### src/rtl/core/psf_pkg.sv
// ----------------------------------------------------------------------------
// psf_pkg: shared types and constants
// Widths, opcodes and default register values for the span filler.
// ----------------------------------------------------------------------------
package psf_pkg;

	localparam int CoordW = 16;
	localparam int DefMaxVertices = 16;
	localparam int MaxResults = 8;
	localparam int MinPolyVertices = 3;
	localparam int CfgIdxW = 2;

	typedef enum logic [1:0] {
		OP_START  = 2'd0,
		OP_APPEND = 2'd1,
		OP_ROW    = 2'd2,
		OP_NONE   = 2'd3
	} opcode_t;

	typedef enum logic [1:0] {
		REG_CLIP_LEFT   = 2'd0,
		REG_CLIP_TOP    = 2'd1,
		REG_CLIP_RIGHT  = 2'd2,
		REG_CLIP_BOTTOM = 2'd3
	} cfg_idx_t;

	localparam logic signed [CoordW-1:0] ClipMinDefault = 16'sh8000;
	localparam logic signed [CoordW-1:0] ClipMaxDefault = 16'sh7fff;

endpackage

### src/rtl/core/psf_div.sv
// ----------------------------------------------------------------------------
// psf_div: signed restoring divider
// One quotient bit per cycle, truncated toward zero, 33-bit dividend.
// ----------------------------------------------------------------------------
module psf_div (
	input  logic               clk,
	input  logic               arst_n,
	input  logic               start,
	input  logic signed [32:0] dividend,
	input  logic signed [16:0] divisor,
	output logic               done,
	output logic signed [32:0] quotient
);
	logic [32:0] rem_q;
	logic [32:0] quo_q;
	logic [16:0] dvs_q;
	logic [5:0]  cnt_q;
	logic        busy_q;
	logic        neg_q;
	logic [33:0] trial;
	logic [32:0] shifted;

	// Shift in the next dividend bit and try a subtraction.
	assign shifted = {rem_q[31:0], quo_q[32]};
	assign trial   = {1'b0, shifted} - {17'd0, dvs_q};

	always_ff @(posedge clk or negedge arst_n) begin
		if (!arst_n) begin
			busy_q <= 1'b0;
			done   <= 1'b0;
			cnt_q  <= '0;
		end else begin
			done <= 1'b0;
			if (start) begin
				busy_q <= 1'b1;
				cnt_q  <= 6'd33;
			end else if (busy_q) begin
				cnt_q <= cnt_q - 6'd1;
				if (cnt_q == 6'd1) begin
					busy_q <= 1'b0;
					done   <= 1'b1;
				end
			end
		end
	end

	// Magnitudes are loaded at start; the sign is restored at the end.
	always_ff @(posedge clk) begin
		if (start) begin
			rem_q <= '0;
			quo_q <= dividend[32] ? 33'(-dividend) : dividend;
			dvs_q <= divisor[16] ? 17'(-divisor) : divisor;
			neg_q <= dividend[32] ^ divisor[16];
		end else if (busy_q) begin
			if (!trial[33]) rem_q <= trial[32:0];
			else rem_q <= shifted;
			quo_q <= {quo_q[31:0], ~trial[33]};
		end
	end

	assign quotient = neg_q ? 33'(-quo_q) : quo_q;
endmodule

### src/rtl/core/psf_core.sv
// ----------------------------------------------------------------------------
// psf_core: vertex store and row sequencer
// Holds the vertex memory, walks edges, sorts crossings and emits spans.
// ----------------------------------------------------------------------------
module psf_core #(
	parameter int MaxVertices = psf_pkg::DefMaxVertices
) (
	input  logic                               clk,
	input  logic                               arst_n,
	input  logic                               in_valid,
	output logic                               in_stall,
	input  logic [1:0]                         opcode,
	input  logic signed [psf_pkg::CoordW-1:0]  coord_x,
	input  logic signed [psf_pkg::CoordW-1:0]  coord_y,
	input  logic signed [psf_pkg::CoordW-1:0]  clip_left,
	input  logic signed [psf_pkg::CoordW-1:0]  clip_top,
	input  logic signed [psf_pkg::CoordW-1:0]  clip_right,
	input  logic signed [psf_pkg::CoordW-1:0]  clip_bottom,
	output logic                               out_valid,
	input  logic                               out_stall,
	output logic signed [psf_pkg::CoordW-1:0]  span_left,
	output logic signed [psf_pkg::CoordW-1:0]  span_right,
	output logic signed [psf_pkg::CoordW-1:0]  span_row,
	output logic                               last_span
);
	import psf_pkg::*;

	localparam int AW = $clog2(MaxVertices);
	localparam int CW = $clog2(MaxVertices + 1);
	localparam int XN = MaxVertices;

	typedef enum logic [7:0] {
		ST_IDLE  = 8'b0000_0001,
		ST_RD0   = 8'b0000_0010,
		ST_RDA   = 8'b0000_0100,
		ST_EDGE  = 8'b0000_1000,
		ST_DIV   = 8'b0001_0000,
		ST_SORT  = 8'b0010_0000,
		ST_PAIR  = 8'b0100_0000,
		ST_EMIT  = 8'b1000_0000
	} state_t;

	state_t state_q;

	// Vertex memory: one write port, one registered read port.
	logic [2*CoordW-1:0] vmem [MaxVertices];
	logic [2*CoordW-1:0] rd_data;
	logic [AW-1:0]       rd_addr;
	logic                wr_en;
	logic [AW-1:0]       wr_addr;

	logic [CW-1:0] count_q;
	logic [CW-1:0] edge_q;
	logic signed [CoordW-1:0] row_q;
	logic signed [CoordW-1:0] fx_q, fy_q, ax_q, ay_q, bx_q, by_q;

	logic signed [CoordW-1:0] xs_q [XN];
	logic [CW-1:0] nx_q;
	logic [CW-1:0] pass_q;
	logic [CW-1:0] pair_q;
	logic [3:0]    nspan_q;

	logic signed [CoordW-1:0] sl_q [MaxResults];
	logic signed [CoordW-1:0] sr_q [MaxResults];
	logic [3:0] emit_q;

	logic div_start, div_done;
	logic div_start_s1;
	logic signed [32:0] div_quo;
	logic signed [32:0] prod_s1;
	logic signed [16:0] dden_s1;

	logic accept;
	assign in_stall = (state_q != ST_IDLE);
	assign accept   = in_valid && !in_stall;

	// Vertex writes happen on accepted start or append items.
	always_comb begin
		wr_en   = 1'b0;
		wr_addr = '0;
		if (accept && opcode == OP_START) begin
			wr_en = 1'b1;
		end else if (accept && opcode == OP_APPEND && count_q < CW'(MaxVertices)) begin
			wr_en   = 1'b1;
			wr_addr = count_q[AW-1:0];
		end
	end

	always_ff @(posedge clk) begin
		if (wr_en) vmem[wr_addr] <= {coord_x, coord_y};
		rd_data <= vmem[rd_addr];
	end

	// Edge end b is the next vertex, wrapping to vertex 0.
	logic [CW-1:0] next_edge;
	assign next_edge = edge_q + CW'(1);
	assign rd_addr = (state_q == ST_IDLE || state_q == ST_RD0) ? '0 : next_edge[AW-1:0];

	// Edge test and product, registered into the divider.
	logic signed [CoordW-1:0] ex1, ey1;
	logic hit;
	logic signed [16:0] dy_d, dx_d;
	logic signed [32:0] prod_d;
	assign ex1 = (next_edge == count_q) ? fx_q : $signed(rd_data[2*CoordW-1:CoordW]);
	assign ey1 = (next_edge == count_q) ? fy_q : $signed(rd_data[CoordW-1:0]);
	assign hit = (ay_q != ey1) &&
		((row_q >= ay_q && row_q < ey1) || (row_q >= ey1 && row_q < ay_q));
	assign dy_d   = 17'(row_q) - 17'(ay_q);
	assign dx_d   = 17'(ex1) - 17'(ax_q);
	assign prod_d = dy_d * dx_d;

	// New crossing x: edge start x plus the divider quotient.
	logic signed [CoordW-1:0] newx;
	assign newx = CoordW'(ax_q + div_quo[CoordW-1:0]);

	// Pair clipping.
	logic signed [CoordW-1:0] pl, pr;
	always_comb begin
		pl = xs_q[pair_q[AW-1:0]];
		pr = xs_q[AW'(pair_q + CW'(1))];
		if (pl < clip_left) pl = clip_left;
		if (pr > clip_right) pr = clip_right;
	end

	assign div_start = (state_q == ST_EDGE) && hit && (pass_q == CW'(1));

	always_ff @(posedge clk or negedge arst_n) begin
		if (!arst_n) begin
			state_q <= ST_IDLE;
			count_q <= '0;
			out_valid <= 1'b0;
		end else begin
			case (state_q)
				ST_IDLE: begin
					if (accept) begin
						case (opcode)
							OP_START: count_q <= CW'(1);
							OP_APPEND: if (count_q < CW'(MaxVertices)) count_q <= count_q + CW'(1);
							OP_ROW: if (count_q >= CW'(MinPolyVertices) &&
								coord_y >= clip_top && coord_y <= clip_bottom)
								state_q <= ST_RD0;
							default: ;
						endcase
					end
				end
				ST_RD0: state_q <= ST_RDA;
				ST_RDA: state_q <= ST_EDGE;
				ST_EDGE: begin
					if (pass_q == CW'(0)) state_q <= ST_EDGE;
					else if (hit) state_q <= ST_DIV;
					else if (next_edge == count_q) state_q <= ST_SORT;
					else state_q <= ST_EDGE;
				end
				ST_DIV: if (div_done) state_q <= ST_SORT;
				ST_SORT: if (pass_q == CW'(0)) begin
					if (edge_q == count_q) state_q <= ST_PAIR;
					else state_q <= ST_EDGE;
				end
				ST_PAIR: if (pair_q + CW'(1) >= nx_q || nspan_q == 4'(MaxResults)) begin
					if (nspan_q == 4'd0 && !(pair_q + CW'(1) < nx_q && pr >= pl))
						state_q <= ST_IDLE;
					else state_q <= ST_EMIT;
				end
				ST_EMIT: if (!out_valid || !out_stall) begin
					if (emit_q == nspan_q) begin
						if (!out_valid || !out_stall) begin
							out_valid <= 1'b0;
							state_q <= ST_IDLE;
						end
					end else begin
						out_valid <= 1'b1;
					end
				end
				default: state_q <= ST_IDLE;
			endcase
		end
	end

	// Datapath registers.
	always_ff @(posedge clk) begin
		case (state_q)
			ST_IDLE: begin
				row_q  <= coord_y;
				edge_q <= '0;
				nx_q   <= '0;
				pass_q <= '0;
				pair_q <= '0;
				nspan_q <= '0;
				emit_q <= '0;
			end
			ST_RD0: ;
			ST_RDA: begin
				// Vertex 0 is both first edge start and closing edge end.
				fx_q <= $signed(rd_data[2*CoordW-1:CoordW]);
				fy_q <= $signed(rd_data[CoordW-1:0]);
				ax_q <= $signed(rd_data[2*CoordW-1:CoordW]);
				ay_q <= $signed(rd_data[CoordW-1:0]);
				pass_q <= '0;
			end
			ST_EDGE: begin
				if (pass_q == CW'(0)) begin
					// Read of the edge end lands this cycle.
					pass_q <= CW'(1);
				end else begin
					bx_q <= ex1;
					by_q <= ey1;
					prod_s1 <= prod_d;
					dden_s1 <= 17'(ey1) - 17'(ay_q);
					if (!hit) begin
						ax_q <= ex1;
						ay_q <= ey1;
						edge_q <= next_edge;
						pass_q <= '0;
					end
				end
			end
			ST_DIV: if (div_done) begin
				// Insert the new crossing at the list tail; the sort step sinks it.
				xs_q[nx_q[AW-1:0]] <= newx;
				nx_q <= nx_q + CW'(1);
				ax_q <= bx_q;
				ay_q <= by_q;
				edge_q <= next_edge;
				pass_q <= (nx_q + CW'(1) > CW'(1)) ? nx_q : '0;
			end
			ST_SORT: if (pass_q != CW'(0)) begin
				// One bubble step per cycle moving the newest entry down.
				if (xs_q[AW'(pass_q - CW'(1))] > xs_q[pass_q[AW-1:0]]) begin
					xs_q[AW'(pass_q - CW'(1))] <= xs_q[pass_q[AW-1:0]];
					xs_q[pass_q[AW-1:0]] <= xs_q[AW'(pass_q - CW'(1))];
					pass_q <= pass_q - CW'(1);
				end else pass_q <= '0;
			end
			ST_PAIR: begin
				if (pair_q + CW'(1) < nx_q && nspan_q != 4'(MaxResults)) begin
					if (pr >= pl) begin
						sl_q[nspan_q[2:0]] <= pl;
						sr_q[nspan_q[2:0]] <= pr;
						nspan_q <= nspan_q + 4'd1;
					end
					pair_q <= pair_q + CW'(2);
				end
			end
			ST_EMIT: if (!out_valid || !out_stall) begin
				if (emit_q != nspan_q) begin
					span_left  <= sl_q[emit_q[2:0]];
					span_right <= sr_q[emit_q[2:0]];
					span_row   <= row_q;
					last_span  <= (emit_q + 4'd1 == nspan_q);
					emit_q <= emit_q + 4'd1;
				end
			end
			default: ;
		endcase
	end

	psf_div u_div (
		.clk      (clk),
		.arst_n   (arst_n),
		.start    (div_start_s1),
		.dividend (prod_s1),
		.divisor  (dden_s1),
		.done     (div_done),
		.quotient (div_quo)
	);

	// Divider starts in the cycle after the product register loads.
	always_ff @(posedge clk or negedge arst_n) begin
		if (!arst_n) div_start_s1 <= 1'b0;
		else div_start_s1 <= div_start;
	end
endmodule

### src/rtl/core/polygon_scanline_span_fill.sv
// ----------------------------------------------------------------------------
// polygon_scanline_span_fill: even-odd scanline polygon filler
// Top level with the clip registers and the span sequencer.
// ----------------------------------------------------------------------------
// Vertex items, unused opcodes and row items that fail the vertex count or
// clip row test are taken while idle and can follow back to back. Any other
// row item fetches vertex 0, reads each edge, runs the 33-step bit-serial
// divider for each edge that crosses the row, sinks each new crossing into
// the sorted list, pairs the crossings and emits the clipped spans.
// Input is stalled for the whole row, and output stalls add their length.
module polygon_scanline_span_fill #(
	parameter int MaxVertices = psf_pkg::DefMaxVertices
) (
	input  logic                              clk,
	input  logic                              arst_n,
	input  logic                              cfg_we,
	input  logic [psf_pkg::CfgIdxW-1:0]       cfg_index,
	input  logic [psf_pkg::CoordW-1:0]        cfg_data,
	input  logic                              in_valid,
	output logic                              in_stall,
	input  logic [1:0]                        opcode,
	input  logic signed [psf_pkg::CoordW-1:0] coord_x,
	input  logic signed [psf_pkg::CoordW-1:0] coord_y,
	output logic                              out_valid,
	input  logic                              out_stall,
	output logic signed [psf_pkg::CoordW-1:0] span_left,
	output logic signed [psf_pkg::CoordW-1:0] span_right,
	output logic signed [psf_pkg::CoordW-1:0] span_row,
	output logic                              last_span
);
	import psf_pkg::*;

	logic signed [CoordW-1:0] left_q, top_q, right_q, bottom_q;

	// Clip rectangle registers.
	always_ff @(posedge clk or negedge arst_n) begin
		if (!arst_n) begin
			left_q   <= ClipMinDefault;
			top_q    <= ClipMinDefault;
			right_q  <= ClipMaxDefault;
			bottom_q <= ClipMaxDefault;
		end else if (cfg_we) begin
			case (cfg_idx_t'(cfg_index))
				REG_CLIP_LEFT:   left_q   <= cfg_data;
				REG_CLIP_TOP:    top_q    <= cfg_data;
				REG_CLIP_RIGHT:  right_q  <= cfg_data;
				REG_CLIP_BOTTOM: bottom_q <= cfg_data;
				default: ;
			endcase
		end
	end

	psf_core #(.MaxVertices(MaxVertices)) u_core (
		.clk(clk), .arst_n(arst_n),
		.in_valid(in_valid), .in_stall(in_stall),
		.opcode(opcode), .coord_x(coord_x), .coord_y(coord_y),
		.clip_left(left_q), .clip_top(top_q),
		.clip_right(right_q), .clip_bottom(bottom_q),
		.out_valid(out_valid), .out_stall(out_stall),
		.span_left(span_left), .span_right(span_right),
		.span_row(span_row), .last_span(last_span)
	);
endmodule

### config.mk
export PLATFORM = sky130hd
export DESIGN_NAME = polygon_scanline_span_fill
export DESIGN_NICKNAME = d
export VERILOG_FILES = /design/src/rtl/core/psf_pkg.sv /design/src/rtl/core/psf_div.sv /design/src/rtl/core/psf_core.sv /design/src/rtl/core/polygon_scanline_span_fill.sv
export SDC_FILE = /design/constraint.sdc
export NUM_CORES = 2
export LEC_CHECK = 0
export BUFFER_PORTS_ARGS = -buffer_cell sky130_fd_sc_hd__buf_2
export CELL_PAD_IN_SITES_DETAIL_PLACEMENT = 2
export CELL_PAD_IN_SITES_GLOBAL_PLACEMENT = 2
export CORE_MARGIN = 5
export CORE_UTILIZATION = 46
export DETAILED_ROUTE_END_ITERATION = 10
export PLACE_DENSITY = 0.91
export SYNTH_ARGS = -nofsm -noshare
export SYNTH_HDL_FRONTEND = slang
export SYNTH_SLANG_ARGS = --single-unit
### constraint.sdc
create_clock -name clk -period 13.4 [get_ports clk]
set_input_delay 2.01 -clock clk [delete_from_list [all_inputs] [get_ports clk]]
set_output_delay 2.01 -clock clk [all_outputs]
set_load 0.02 [all_outputs]
==> results.md <==
- Most common cell after layout, fill and taps aside: edfxtp_1
- Die Height: 440 µm
- Dpl hpwl: 233000 µm
- Post-route ant nets: 0
- Clock root buffer: clkbuf_16
- Area Overhead vs Synth: 10.8%
- Post-CTS setup buffers: 0
- Library cells used by synthesis: 85
- RSZ-0062 raised after global routing: no
- Fmax: 0.0785 GHz
- DR iter-0 viols: 11304
- Syn Std Cell Area: 85100 µm²
- Largest net degree at the start of global routing: 122
- Finish-stage setup viols: 0
- Placer Congestion: 0.929
- CP most frequent cell: fa_1
- Worst Setup End Kind: flip-flop
- Sequential-to-total area share from yosys stat: 0.507
- Share of cells above drive strength 1: 0.185
- Drt pass-1 iters: 6
- Total Routing Usage GR: 0.404
- Clock Path Buffers: 3
- Min-Delay Path Class: flip-flop to flip-flop
- Worst-Skew Late Latency: 0.91 ns
- Initial Util: 0.464
- Worst slew pin tran: 1.73 ns
- Worst reg2reg path depth: 33
- Placed Instances: 8762
- Count of maximum capacitance violations: 6
- Relative slew slack: -0.163
- CTS Buf Count: 164
- DRC: 0
- Failing checks: capacitance limit, slew limit
- Fin area: 94300 µm²
- Max stage delay on crit path: 0.96 ns
- Data required time of the worst path: 13.96 ns
- Total global routing overflow: 0
- Final wirelength: 429000 µm
- CTS sink cnt: 1473
- Antenna violations before repair: 46
- Wire length per cell: 47.1 µm
- Final Max Slew Viols: 36
- Cells taking the most area after synthesis: edfxtp_1, mux4_2, fa_1, ha_1, mux2i_1
- Async SR Flop Fraction: 0.0591
- Worst Clk Skew: 0.0757 ns
- Yosys Warn Count: 0
- Fin nets: 7116
- Final non-filler cell total: 9103
- Dominant synthesized flop cell: edfxtp_1
- Worst Path Arrival: 13.30 ns
- Port-buffer cells: 107
- Core Region: 183000 µm²
- Post-synth net total: 7074
- Most frequent cells in the layout: edfxtp_1, inv_1, nand2_1
- Status: finished, violations left
- Post-synth top area cell: edfxtp_1
- Placed standard-cell area: 88800 µm²
- Vias in the first global route: 71802
- H-tree Lvls: 4
- Slowest-stage cell, CP: xor2_1
- Via Count: 69173
- Crit path time final: 12.74 ns
- Vias/cell: 7.60
- Crit path depth: 33
- Area share of the largest cell type after synthesis: 0.464
- Yosys reg bits: 1473
- First-pass GRT wire length: 559000 µm
- Number of flops mapped to enable cells by yosys: 1314
- Final Hold Vio Count: 0
- Chip width: 440 µm
- Critical path's top delay family: adder cells
- Syn Area/Cell: 13.3 µm²
- Reg clk slew, reported paths: 0.08 ns
- Worst hold stages: 2
- Fin crit share: 0.951
- CP startpoint kind: flip-flop
- Cells after synthesis: 6423
- IO Count: 108
- Hold WS: 0.485 ns
- Critical Path Fanout Max: 34
- CP Class: flip-flop to flip-flop
- CP Buf/Inv Count: 5
- Post-CTS Hold Fix Bufs: 0
- Setup TNS: 0 ns
- Cell Rows: 157
- CTS tree: yes
- CTS resizes: 0
- DIE AREA: 194000 µm²
-- cell usage after synthesis (all sizes together) (98+ instances only) --
| cell | count |
|---|---|
| clkbuf | 260 |
| inv | 525 |
| edfxtp | 1314 |
| nand2 | 517 |
| xnor2 | 133 |
| a21oi | 214 |
| mux2 | 200 |
| fa | 295 |
| nand3 | 137 |
| nor2 | 350 |
| buf | 98 |
| mux2i | 361 |
| o21ai | 172 |
| a211oi | 129 |
| ha | 299 |
| mux4 | 382 |
-- layer usage --
layer  up-vias  track usage  wire (µm)
met1     34857        0.460     136000
met5         -     0.000756        267
met3      3015        0.116      53700
met4        34        0.329      49400
li1      23976            -          -
met2      7291        0.635     189000
-- cells by family (layout without fill, tap and decap cells) --
family / after synthesis / in the layout / share of synthesized area
multiplexers: 943 / 943 / 0.171
buffers and inverters: 885 / 1059 / 0.0402
flip-flops: 1473 / 1473 / 0.507
other: 0 / 42 / 0
AO/OA/AOI/OAI: 895 / 895 / 0.0684
XOR/XNOR: 223 / 223 / 0.0229
AND/OR/NAND/NOR: 1410 / 1410 / 0.0778
adder cells (fa/ha/maj): 594 / 594 / 0.113
-- cell type report --
cell class	instances	area, µm²
tap	2464	3080
antenna	42	105
clock buffer	224	4500
clock inverter	74	855
sequential	1473	43100
inverter	527	1980
fill	17045	89200
multi-input combinational	4065	39100
timing repair buffer	234	1520
-- through the flow --
stage	setup WS (ns)	util
floorplan	3.69	-
global placement	2.85	0.484
detailed placement	1.93	0.484
CTS	1.27	0.513
global route	0.632	0.514
finish	0.661	0.514
-- worst paths after layout --
kind | startpoint | to | slack [ns]
worst max-delay path | u_core.edge_q[2] | u_core.prod_s1[32] | 0.66
worst min-delay path | u_core.u_div.rem_q[8] | u_core.u_div.rem_q[9] | 0.49
worst max register to register | u_core.edge_q[2] | u_core.prod_s1[32] | 0.66
worst min register to register | u_core.u_div.rem_q[8] | u_core.u_div.rem_q[9] | 0.49
max in group asynchronous | arst_n | left_q[10] | 10.82
min in group asynchronous | arst_n | top_q[14] | 1.09
-- state kept, by name (all words and copies together) (netlist names), 17 cells and up, named ones only --
signal,count
u_core.sl_q,128
u_core.prod_s1,33
u_core.xs_q,256
u_core.u_div.rem_q,32
u_core.sr_q,128
u_core.u_div.dvs_q,17
u_core.dden_s1,17
u_core.u_div.quo_q,33
u_core.vmem,512
u_core.rd_data,32
-- worst register-to-register path, delay by kind of cell, from the launching register on --
kind	cells	cell delay, ns
fa+ha+maj	8	3.90
compound gates	7	2.95
simple gates	8	1.63
xor+xnor	4	1.42
buf+inv	5	1.40
flops	1	0.60
mux	1	0.52
Power is left out: the tool's default activity adds up to more than one toggle a clock period on the data nets, which glitch-free logic cannot reach.
